<file path="config.mk">
export PLATFORM = sky130hd
export DESIGN_NAME = sha256_byte_stream_hasher_core
export DESIGN_NICKNAME = d
export VERILOG_FILES = /design/src/sha256_pkg.sv /design/src/sha256_byte_stream_hasher_core.sv /design/src/sha256_front.sv /design/src/sha256_engine.sv
export SDC_FILE = /design/constraint.sdc
export NUM_CORES = 2
export LEC_CHECK = 0
export BUFFER_PORTS_ARGS = -buffer_cell sky130_fd_sc_hd__buf_2
export CAP_MARGIN = 20
export CORE_UTILIZATION = 25
export CTS_CLUSTER_DIAMETER = 60
export DETAILED_ROUTE_END_ITERATION = 8
export SLEW_MARGIN = 20
export SYNTH_ARGS = -nofsm -noshare
export SYNTH_HDL_FRONTEND = slang
export SYNTH_SLANG_ARGS = --single-unit
</file>
<file path="constraint.sdc">
create_clock -name clk_i -period 8.7 [get_ports clk_i]
set_input_delay 0.435 -clock clk_i [delete_from_list [all_inputs] [get_ports clk_i]]
set_output_delay 0.435 -clock clk_i [all_outputs]
set_load 0.05 [all_outputs]
</file>
<file path="src/sha256_pkg.sv">
// ----------------------------------------------------------------------------
// SHA-256 package
// Round constants, initial hash values and round helper functions.
// ----------------------------------------------------------------------------
`default_nettype none

package sha256_pkg;

  typedef logic [31:0] word_t;

  typedef struct packed {
    logic       fin;
    logic [7:0] data;
  } cmd_t;

  function automatic word_t init_hash(input logic [2:0] idx);
    word_t r;
    case (idx)
      3'd0:    r = 32'h6a09e667;
      3'd1:    r = 32'hbb67ae85;
      3'd2:    r = 32'h3c6ef372;
      3'd3:    r = 32'ha54ff53a;
      3'd4:    r = 32'h510e527f;
      3'd5:    r = 32'h9b05688c;
      3'd6:    r = 32'h1f83d9ab;
      3'd7:    r = 32'h5be0cd19;
      default: r = 32'h0;
    endcase
    return r;
  endfunction

  function automatic word_t round_k(input logic [5:0] idx);
    word_t r;
    case (idx)
      6'd0: r = 32'h428a2f98; 6'd1: r = 32'h71374491; 6'd2: r = 32'hb5c0fbcf;
      6'd3: r = 32'he9b5dba5; 6'd4: r = 32'h3956c25b; 6'd5: r = 32'h59f111f1;
      6'd6: r = 32'h923f82a4; 6'd7: r = 32'hab1c5ed5; 6'd8: r = 32'hd807aa98;
      6'd9: r = 32'h12835b01; 6'd10: r = 32'h243185be; 6'd11: r = 32'h550c7dc3;
      6'd12: r = 32'h72be5d74; 6'd13: r = 32'h80deb1fe; 6'd14: r = 32'h9bdc06a7;
      6'd15: r = 32'hc19bf174; 6'd16: r = 32'he49b69c1; 6'd17: r = 32'hefbe4786;
      6'd18: r = 32'h0fc19dc6; 6'd19: r = 32'h240ca1cc; 6'd20: r = 32'h2de92c6f;
      6'd21: r = 32'h4a7484aa; 6'd22: r = 32'h5cb0a9dc; 6'd23: r = 32'h76f988da;
      6'd24: r = 32'h983e5152; 6'd25: r = 32'ha831c66d; 6'd26: r = 32'hb00327c8;
      6'd27: r = 32'hbf597fc7; 6'd28: r = 32'hc6e00bf3; 6'd29: r = 32'hd5a79147;
      6'd30: r = 32'h06ca6351; 6'd31: r = 32'h14292967; 6'd32: r = 32'h27b70a85;
      6'd33: r = 32'h2e1b2138; 6'd34: r = 32'h4d2c6dfc; 6'd35: r = 32'h53380d13;
      6'd36: r = 32'h650a7354; 6'd37: r = 32'h766a0abb; 6'd38: r = 32'h81c2c92e;
      6'd39: r = 32'h92722c85; 6'd40: r = 32'ha2bfe8a1; 6'd41: r = 32'ha81a664b;
      6'd42: r = 32'hc24b8b70; 6'd43: r = 32'hc76c51a3; 6'd44: r = 32'hd192e819;
      6'd45: r = 32'hd6990624; 6'd46: r = 32'hf40e3585; 6'd47: r = 32'h106aa070;
      6'd48: r = 32'h19a4c116; 6'd49: r = 32'h1e376c08; 6'd50: r = 32'h2748774c;
      6'd51: r = 32'h34b0bcb5; 6'd52: r = 32'h391c0cb3; 6'd53: r = 32'h4ed8aa4a;
      6'd54: r = 32'h5b9cca4f; 6'd55: r = 32'h682e6ff3; 6'd56: r = 32'h748f82ee;
      6'd57: r = 32'h78a5636f; 6'd58: r = 32'h84c87814; 6'd59: r = 32'h8cc70208;
      6'd60: r = 32'h90befffa; 6'd61: r = 32'ha4506ceb; 6'd62: r = 32'hbef9a3f7;
      6'd63: r = 32'hc67178f2;
      default: r = 32'h0;
    endcase
    return r;
  endfunction

  function automatic word_t ror32(input word_t x, input int n);
    return (x >> n) | (x << (32 - n));
  endfunction

endpackage

`default_nettype wire

</file>
<file path="src/sha256_byte_stream_hasher_core.sv">
// ----------------------------------------------------------------------------
// SHA-256 byte stream hasher
// Hashes a byte stream and emits the digest as eight 32-bit words.
// ----------------------------------------------------------------------------
// channel | handshake        | payload
// in      | valid_i/ready_o  | kind_i, data_byte_i
// out     | valid_o/ready_i  | digest_word_o, word_index_o, last_word_o
//
// Each byte is shifted into the block register; the 64th byte of a block starts a
// compression (one round per cycle in a single round unit).
// Finish: padding one byte per cycle, one or two compressions, 8 output beats.
// A two-entry queue keeps taking items while the engine works, until both entries are full.
// Reset loads the initial hash values and clears the counters and block register.
`default_nettype none

module sha256_byte_stream_hasher_core import sha256_pkg::*; (
  input  wire logic        clk_i,
  input  wire logic        rst_ni,
  input  wire logic        valid_i,
  output logic             ready_o,
  input  wire logic        kind_i,
  input  wire logic [7:0]  data_byte_i,
  output logic             valid_o,
  input  wire logic        ready_i,
  output logic [31:0]      digest_word_o,
  output logic [2:0]       word_index_o,
  output logic             last_word_o
);

  logic cmd_valid, cmd_ready;
  cmd_t cmd;

  sha256_front u_front (
    .clk_i, .rst_ni, .valid_i, .ready_o, .kind_i, .data_byte_i,
    .cmd_valid_o(cmd_valid), .cmd_ready_i(cmd_ready), .cmd_o(cmd)
  );

  sha256_engine u_engine (
    .clk_i, .rst_ni, .cmd_valid_i(cmd_valid), .cmd_ready_o(cmd_ready),
    .cmd_i(cmd), .valid_o, .ready_i, .digest_word_o, .word_index_o, .last_word_o
  );

  a_last_idx: assert property (@(posedge clk_i) disable iff (!rst_ni)
    valid_o |-> (last_word_o == (word_index_o == 3'd7)))
    else $error("last flag mismatch");

  a_no_take_out: assert property (@(posedge clk_i) disable iff (!rst_ni)
    valid_o |-> !cmd_ready)
    else $error("engine took command while emitting");

  a_idx_adv: assert property (@(posedge clk_i) disable iff (!rst_ni)
    (valid_o && ready_i && !last_word_o) |=> (valid_o &&
      word_index_o == $past(word_index_o) + 3'd1))
    else $error("digest index skipped");

endmodule

`default_nettype wire

</file>
<file path="src/sha256_front.sv">
// ----------------------------------------------------------------------------
// SHA-256 front end
// Two-entry command queue between the input port and the block engine.
// ----------------------------------------------------------------------------
`default_nettype none

module sha256_front import sha256_pkg::*; (
  input  wire logic clk_i,
  input  wire logic rst_ni,
  input  wire logic valid_i,
  output logic      ready_o,
  input  wire logic kind_i,
  input  wire logic [7:0] data_byte_i,
  output logic      cmd_valid_o,
  input  wire logic cmd_ready_i,
  output cmd_t      cmd_o
);

  cmd_t       mem_q [2];
  logic       wr_q, rd_q;
  logic [1:0] cnt_q;
  logic       push, pop;

  assign ready_o     = (cnt_q != 2'd2);
  assign cmd_valid_o = (cnt_q != 2'd0);
  assign push        = valid_i && ready_o;
  assign pop         = cmd_valid_o && cmd_ready_i;
  assign cmd_o       = mem_q[rd_q];

  always_ff @(posedge clk_i) begin
    if (push) begin
      mem_q[wr_q] <= '{fin: kind_i, data: data_byte_i};
    end
  end

  always_ff @(posedge clk_i or negedge rst_ni) begin
    if (!rst_ni) begin
      wr_q  <= 1'b0;
      rd_q  <= 1'b0;
      cnt_q <= 2'd0;
    end else begin
      if (push) wr_q <= ~wr_q;
      if (pop)  rd_q <= ~rd_q;
      cnt_q <= cnt_q + {1'b0, push} - {1'b0, pop};
    end
  end

endmodule

`default_nettype wire

</file>
<file path="src/sha256_engine.sv">
// ----------------------------------------------------------------------------
// SHA-256 block engine
// Byte buffering, padding, 64-round compression and digest output.
// Bytes shift into the 16-word schedule register, first byte ending up on top.
// ----------------------------------------------------------------------------
`default_nettype none

module sha256_engine import sha256_pkg::*; (
  input  wire logic  clk_i,
  input  wire logic  rst_ni,
  input  wire logic  cmd_valid_i,
  output logic       cmd_ready_o,
  input  cmd_t       cmd_i,
  output logic       valid_o,
  input  wire logic  ready_i,
  output logic [31:0] digest_word_o,
  output logic [2:0] word_index_o,
  output logic       last_word_o
);

  localparam logic [2:0] StIdle = 3'd0;
  localparam logic [2:0] StPad  = 3'd1;
  localparam logic [2:0] StRnd  = 3'd2;
  localparam logic [2:0] StAdd  = 3'd3;
  localparam logic [2:0] StOut  = 3'd4;

  logic [2:0]  st_q;
  logic [5:0]  fill_q;
  logic [63:0] cnt_q, bits_q;
  word_t       h_q [8];
  word_t       v_q [8];
  word_t       w_q [16];
  logic [5:0]  rnd_q;
  logic        fin_q, pass2_q;
  logic [2:0]  oidx_q;

  word_t s0, s1, ch, mj, t1, t2, wcur, wnew, sg0, sg1;

  assign wcur = w_q[0];
  always_comb begin
    sg0  = ror32(w_q[1], 7) ^ ror32(w_q[1], 18) ^ (w_q[1] >> 3);
    sg1  = ror32(w_q[14], 17) ^ ror32(w_q[14], 19) ^ (w_q[14] >> 10);
    wnew = w_q[0] + sg0 + w_q[9] + sg1;
    s1   = ror32(v_q[4], 6) ^ ror32(v_q[4], 11) ^ ror32(v_q[4], 25);
    ch   = (v_q[4] & v_q[5]) ^ (~v_q[4] & v_q[6]);
    t1   = v_q[7] + s1 + ch + round_k(rnd_q) + wcur;
    s0   = ror32(v_q[0], 2) ^ ror32(v_q[0], 13) ^ ror32(v_q[0], 22);
    mj   = (v_q[0] & v_q[1]) ^ (v_q[0] & v_q[2]) ^ (v_q[1] & v_q[2]);
    t2   = s0 + mj;
  end

  assign cmd_ready_o   = (st_q == StIdle);
  assign valid_o       = (st_q == StOut);
  assign digest_word_o = h_q[oidx_q];
  assign word_index_o  = oidx_q;
  assign last_word_o   = (oidx_q == 3'd7);

  // Byte shifted in: append/0x80 when idle, one padding byte per cycle in StPad.
  logic [7:0] pad_byte;
  logic [7:0] shift_byte;
  logic [2:0] lsel;
  always_comb begin
    lsel = 3'd7 - fill_q[2:0];
    pad_byte = 8'h00;
    if (pass2_q && fill_q >= 6'd56) pad_byte = bits_q[{lsel, 3'b000} +: 8];
    shift_byte = (st_q == StPad) ? pad_byte : (cmd_i.fin ? 8'h80 : cmd_i.data);
  end

  always_ff @(posedge clk_i or negedge rst_ni) begin
    if (!rst_ni) begin
      st_q    <= StIdle;
      fill_q  <= '0;
      cnt_q   <= '0;
      bits_q  <= '0;
      rnd_q   <= '0;
      fin_q   <= 1'b0;
      pass2_q <= 1'b0;
      oidx_q  <= '0;
      for (int i = 0; i < 8; i++) begin
        h_q[i] <= init_hash(3'(i));
        v_q[i] <= '0;
      end
      for (int i = 0; i < 16; i++) w_q[i] <= '0;
    end else begin
      case (st_q)
        StIdle: begin
          if (cmd_valid_i) begin
            fill_q <= fill_q + 6'd1;
            fin_q  <= cmd_i.fin;
            if (cmd_i.fin) begin
              bits_q  <= {cnt_q[60:0], 3'b000};
              // room for the length in this block?
              pass2_q <= (fill_q < 6'd56);
              if (fill_q == 6'd63) st_q <= StRnd;
              else                 st_q <= StPad;
            end else begin
              cnt_q <= cnt_q + 64'd1;
              if (fill_q == 6'd63) st_q <= StRnd;
            end
            rnd_q <= '0;
            for (int i = 0; i < 8; i++) v_q[i] <= h_q[i];
            for (int i = 0; i < 15; i++) w_q[i] <= {w_q[i][23:0], w_q[i+1][31:24]};
            w_q[15] <= {w_q[15][23:0], shift_byte};
          end
        end
        StPad: begin
          fill_q <= fill_q + 6'd1;
          if (fill_q == 6'd63) st_q <= StRnd;
          rnd_q <= '0;
          for (int i = 0; i < 8; i++) v_q[i] <= h_q[i];
          for (int i = 0; i < 15; i++) w_q[i] <= {w_q[i][23:0], w_q[i+1][31:24]};
          w_q[15] <= {w_q[15][23:0], shift_byte};
        end
        StRnd: begin
          v_q[7] <= v_q[6]; v_q[6] <= v_q[5]; v_q[5] <= v_q[4];
          v_q[4] <= v_q[3] + t1;
          v_q[3] <= v_q[2]; v_q[2] <= v_q[1]; v_q[1] <= v_q[0];
          v_q[0] <= t1 + t2;
          for (int i = 0; i < 15; i++) w_q[i] <= w_q[i+1];
          w_q[15] <= wnew;
          rnd_q <= rnd_q + 6'd1;
          if (rnd_q == 6'd63) st_q <= StAdd;
        end
        StAdd: begin
          for (int i = 0; i < 8; i++) h_q[i] <= h_q[i] + v_q[i];
          if (!fin_q) begin
            st_q <= StIdle;
          end else if (!pass2_q) begin
            pass2_q <= 1'b1;
            st_q    <= StPad;
          end else begin
            oidx_q <= '0;
            st_q   <= StOut;
          end
        end
        StOut: begin
          if (ready_i) begin
            oidx_q <= oidx_q + 3'd1;
            if (oidx_q == 3'd7) begin
              st_q   <= StIdle;
              fin_q  <= 1'b0;
              cnt_q  <= '0;
              fill_q <= '0;
              for (int i = 0; i < 8; i++) h_q[i] <= init_hash(3'(i));
            end
          end
        end
        default: st_q <= StIdle;
      endcase
    end
  end

endmodule

`default_nettype wire

</file>
## After elaboration in Yosys (flattened, before gate mapping)

Memories as Yosys holds them, arrays and structs flattened.
Index checks and enable logic that the tools add are counted.

- Register bits after elaboration: 1173
- Memory bits (writable): 18
- Memory bits (read-only): 2048
- Output and inout bits: 38
- Word-level logic and storage cells: 187
- Memories: 2

- Add/sub/neg operators: 25
- Order comparisons: 3
- Equality and inequality tests: 16
- Shift-type cells: 1
- Multiplexer cells: 48
- Bitwise logic cells: 30
- Reduce and logical (&&, ||, !) cells: 19

Memory list:

| memory | depth | width | read ports | clocked after memory_dff | wr ports | RTL line | RTL |
|---|---|---|---|---|---|---|---|
| (name not given) | 64 | 32 | 1 | 0 | 0 | sha256_pkg.sv:34 | `case (idx)` |
| u_front.mem_q | 2 | 9 | 1 | 0 | 1 | sha256_front.sv:19 | `cmd_t mem_q [2];` |

Operators with widths:

| kind | number |
|---|---|
| $pmux W512 S3 | 1 |
| $mux W256 | 3 |
| $pmux W256 S3 | 1 |
| $add A32 B32 Y32 | 18 |
| $mux W512 | 1 |
| $pmux W256 S2 | 1 |
| $xor A32 B32 Y32 | 9 |
| $mux W64 | 4 |
| $and A32 B32 Y32 | 5 |
| $pmux W64 S2 | 1 |
| $bmux W32 S3 | 1 |
| $add A64 B1 Y64 const B | 1 |
| $mux W32 | 2 |
| $shiftx A64 B7 Y8 | 1 |
| $pmux W6 S3 | 2 |
| $mux W3 | 11 |
| $not A32 Y32 | 1 |
| $or A10 B32 Y32 | 1 |
| $or A13 B32 Y32 | 1 |
| $or A14 B32 Y32 | 1 |
| $or A15 B32 Y32 | 1 |
| $or A19 B32 Y32 | 1 |
| $or A21 B32 Y32 | 1 |
| $or A25 B32 Y32 | 1 |
| other kinds (36) | 72 |

## Logic depth before layout (Yosys ltp)

- Depth in word-level cells: 9
- Mapped depth: 40
- Depth with buffers taken out: 38

## By module

A second synthesis with hierarchy kept.

- Cell total of the unflattened synthesis: 9504
- Area, all modules: 81020.2 µm²

By module, submodules not included:

| module | times used | cells each | area each (µm²) | seq. area each (µm²) |
|---|---|---|---|---|
| sha256_engine | 1 | 9459 | 80174.4 | 29348.1 |
| sha256_front | 1 | 45 | 845.8 | 640.6 |

## Worst setup path before layout

Ideal clock, no wire load.

- Path type: register to register
- From: register u_engine.rnd_q[1]
- To: register u_engine.v_q[255] in the netlist's numbering
- Library setup time: 129 ps
- Arrival: 8411 ps
- Required time: 8571 ps
- Path slack: 160 ps
- Cell stages (with the launch flop): 40
- Period minus slack after synthesis: 8540 ps
- Cells stage by stage: dfrtp_1 -> clkbuf_1 -> inv_1 -> ha_1 -> clkbuf_1 -> and2_1 -> o21ai_0 -> a21oi_1 -> a21oi_1 -> a21oi_1 -> fa_1 -> inv_1 -> fa_1 -> fa_1 -> inv_1 -> ha_1 -> a21o_1 -> a21oi_1 -> (+4 left out) -> o21ai_0 -> a21o_1 -> a21o_1 -> xor2_1 -> inv_1 -> fa_1 -> inv_1 -> ha_1 -> o21ai_0 -> o21bai_1 -> a211oi_1 -> o21ai_0 -> a221o_1 -> a211o_1 -> a21oi_1 -> xor2_1 -> xnor2_1 -> o21ai_1

- Longest elaborated chain between the ends: 5

Ends and longest elaborated chain:

| element | RTL line | RTL |
|---|---|---|
| from (decl) | sha256_engine.sv:33 | `logic [5:0] rnd_q;` |
| from (signal assigned) | sha256_engine.sv:121 | `rnd_q <= rnd_q + 6'd1;` |
| $mem_v2 Z64 W32 | -- |  |
| $add A32 B32 Y32 (2 in series) | sha256_engine.sv:46 | `t1 = v_q[7] + s1 + ch + round_k(rnd_q) + wcur;` |
| $add A32 B32 Y32 | sha256_engine.sv:118 | `v_q[0] <= t1 + t2;` |
| $pmux W256 S3 | sha256_engine.sv:85 | `case (st_q)` |
| to (decl) | sha256_engine.sv:31 | `word_t v_q [8];` |

No other way between the ends.
A chain may end at the register's enable or synchronous reset.

## Final worst setup path

Ends and elaborated chain as after synthesis.

==> results.py <==
metrics = {
    "drt": {
        "wl_per_cell_um": 19.9,
        "drtIter0Drc": 5999,
        "dr_total_vias": 66200,
        "wirelength_um": 260000,
        "ant_nets": 0,
        "vias_per_cell": 5.08,
        "drc_errors": 0,
        "firstDrtPassIters": 6,
    },
    "floorplanning": {
        "die_w_um": 562,
        "dieArea_mm2": 0.315,
        "num_rows": 205,
        "pin_count": 51,
        "design.core.area_mm2": 0.312,
        "start_util_pct": 25.1,
        "die_h_um": 562,
    },
    "clock_tree": {
        "cts_max_path_buffers": 4,
        "cts_sinks": 1188,
        "path_clk_slew_ns": 0.06,
        "cts_max_level": 4,
        "root_buffer": "clkbuf_16",
        "numCtsBuffers": 140,
        "cts_tree": "yes",
        "insertion_delay_ns": 0.81,
    },
    "timing": {
        "fin_tns_setup_ns": 0,
        "hold_viol": 0,
        "setup_viol": 0,
        "rsz0062_at_grt": "yes",
        "fmax_mhz": 119,
        "finClkSkew_ns": 0.0638,
        "report.final.slew_viol_count": 0,
        "worst_pin_slew_ns": 1.26,
        "slew_headroom_pct": 15.5,
        "fin_crit_ns": 8.39,
        "period_share_pct": 96.4,
    },
    "global_routing": {
        "grtUsageTotal_pct": 16.0,
        "grt_pass1_vias": 63500,
        "grt_max_degree": 245,
        "antenna_found_initial": 8,
        "globalRoute.totalOverflow": 0,
        "grt_pass1_wl_um": 397000,
    },
    "synthesis": {
        "yosysWarnings": 0,
        "ys_seq_area_share_pct": 38.3,
        "netlist_area_mm2": 0.0783,
        "synth_area_leaders": "dfrtp_1 (33%), nor2_1 (7.8%), ha_1 (6.3%), fa_1 (5.0%), o22ai_1 (4.7%)",
        "async_reset_ff_share_pct": 98.5,
        "yosysUniqueCellTypes": 96,
        "yosysTopAreaCellShare_pct": 33.1,
        "synth_area_leader_cell": "dfrtp_1",
        "avgSynthCellArea_um2": 8.86,
        "ys_ff_latch": 1188,
        "synthCells": 8839,
        "synthesis.nets": 9443,
        "synthFlopType": "dfrtp_1",
        "synth-edff-count": 18,
    },
    "hold_path": {
        "hp-class": "input pin to register",
        "min-delay-start": "ready_i",
        "hold-path-endpoint": "u_engine.st_q[2]",
        "hold_depth": 3,
    },
    "job": {
        "maxCapViolations": 0,
    },
    "placed_design": {
        "hpwlAfterDp_um": 187000,
        "place_congestion": 0.966,
        "portBuffers": 50,
    },
    "worst_setup_path": {
        "rr_startpoint": "u_engine.rnd_q[1]",
        "cp.required_ns": 9.31,
        "cp-startpoint": "u_engine.rnd_q[1]",
        "slowest_delay_ns": 0.49,
        "rr_worst_depth": 36,
        "cp-end-kind": "register",
        "crit_fanout": 8,
        "r2r_end": "u_engine.v_q[255]",
        "startpoint_type": "register",
        "reg2reg_slack_ns": 0.31,
        "crit_slowest_cell": "fa_1",
        "worstPathArrival_ns": 9.00,
        "worstSetupPathType": "register to register",
    },
    "finish": {
        "syn_to_final_growth_pct": 13.7,
        "fill_cells": 33000,
        "drive_gt1_share_pct": 11.5,
        "nNetsFinal": 9392,
    },
    "outcome": {
        "outcome": "complete, no violations",
    },
}
## critical path, delay by kind of cell, from the launching register on
family,cells,cell delay [ns]
simple gates,5,0.60
buf+inv,9,0.93
xor+xnor,3,0.52
compound gates,12,3.11
flops,1,0.38
fa+ha+maj,7,2.70
## what timing repair did
item	CTS	global route
hold endpoints to repair	100	0
setup buffers	0	8
setup endpoints to repair	0	12
hold buffers	11	0
resized for setup	0	64
## per-layer routing
metal / routed length (um) / vias up / global-route usage, %
met5: 29 / - / 0
met4: 13600 / 6 / 7.66
met3: 14200 / 495 / 1.76
met2: 118000 / 1998 / 25.4
met1: 114000 / 32800 / 21.7
li1: - / 30900 / -
## cell type report
type	count	area, um2	area share, %
clock buffers	208	4120	4.63
well taps	4140	5180	5.82
diodes	11	27.5	0.0309
clock inverters	29	260	0.292
inverters	342	1290	1.45
multi-input cells	6732	45200	50.7
repair buffers	384	2980	3.35
flip-flops and latches	1188	30000	33.7
## logic make-up after synthesis
group / Yosys count / synth area share, %
flip-flops: 1188 / 38.3
AO/OA/AOI/OAI: 2394 / 18.9
AND/OR/NAND/NOR: 2887 / 15.6
adder cells (fa/ha/maj): 594 / 11.4
XOR/XNOR: 622 / 6.96
multiplexers: 235 / 4.47
buffers and inverters: 919 / 4.41
## cells in the final DEF, fill, tap and decap left out, drive strengths merged, types with 195 or more instances in the layout
cell    netlist  layout
nor2       1633    1633
dfrtp      1034    1034
nand2       614     614
o22ai       583     583
a21oi       543     543
o21ai       498     498
ha          396     396
buf          65     373
xnor2       364     364
inv         340     349
xor2        258     258
clkbuf      512     208
a21o        199     199
fa          195     195
## cells in the mapped netlist (all sizes together) (17+ instances only)
cell,instances
nor2,1633
dfrtp,1034
nand2,614
o22ai,583
a21oi,543
clkbuf,512
o21ai,498
ha,396
xnor2,364
inv,340
xor2,258
a21o,199
fa,195
a31oi,172
nand3,170
dfstp,136
mux2,115
nor3,113
mux4,80
nand2b,69
buf,65
nor2b,61
o21a,54
and3,53
a211oi,48
o21bai,46
or3,43
mux2i,40
nand4,31
o211ai,26
o31ai,25
and2,21
edfxtp,18
o31a,18
a311oi,17
## sequential cells by signal (all words and copies together), names as in the netlist
signal / flops
u_engine.w_q: 480
u_engine.h_q: 256
u_engine.v_q: 256
u_engine.bits_q: 61
u_engine.cnt_q: 61
u_engine.wcur: 32
u_front.mem_q: 18
u_engine.fill_q: 6
u_engine.rnd_q: 6
u_engine.st_q: 3
u_engine.word_index_o: 3
u_front.cnt_q: 2
u_engine.fin_q: 1
u_engine.pass2_q: 1
u_front.rd_q: 1
u_front.wr_q: 1
## per-stage QoR
step | instance area, um2 | worst slack (ns) | instances | hold WS (ns) | util [%]
floorplan | 78300 | 0.160 | 8839 | 0.139 | -
global placement | 84200 | 0.0371 | 12800 | 0.443 | 27.0
detailed placement | 84200 | 0.0597 | 12800 | 0.442 | 27.0
CTS | 88700 | 0.0172 | 13000 | 0.0652 | 28.5
global route | 89000 | -0.147 | 13000 | 0.117 | 28.6
finish | 89000 | 0.311 | 13000 | 0.118 | 28.6
## worst max-delay path by stage
| stage | end | cells past startpoint | slack, ns |
|---|---|---|---|
| global route | u_engine.v_q[255] | 43 | -0.15 |
| detailed placement | u_engine.v_q[255] | 39 | 0.06 |
| finish | u_engine.v_q[255] | 36 | 0.31 |
| CTS | u_engine.v_q[255] | 39 | 0.02 |
| floorplan | u_engine.v_q[255] | 39 | 0.16 |
| global placement | u_engine.v_q[255] | 39 | 0.04 |
Power is not shown: default switching activity piles up to over one toggle a cycle in this logic, so the estimate is an artifact.
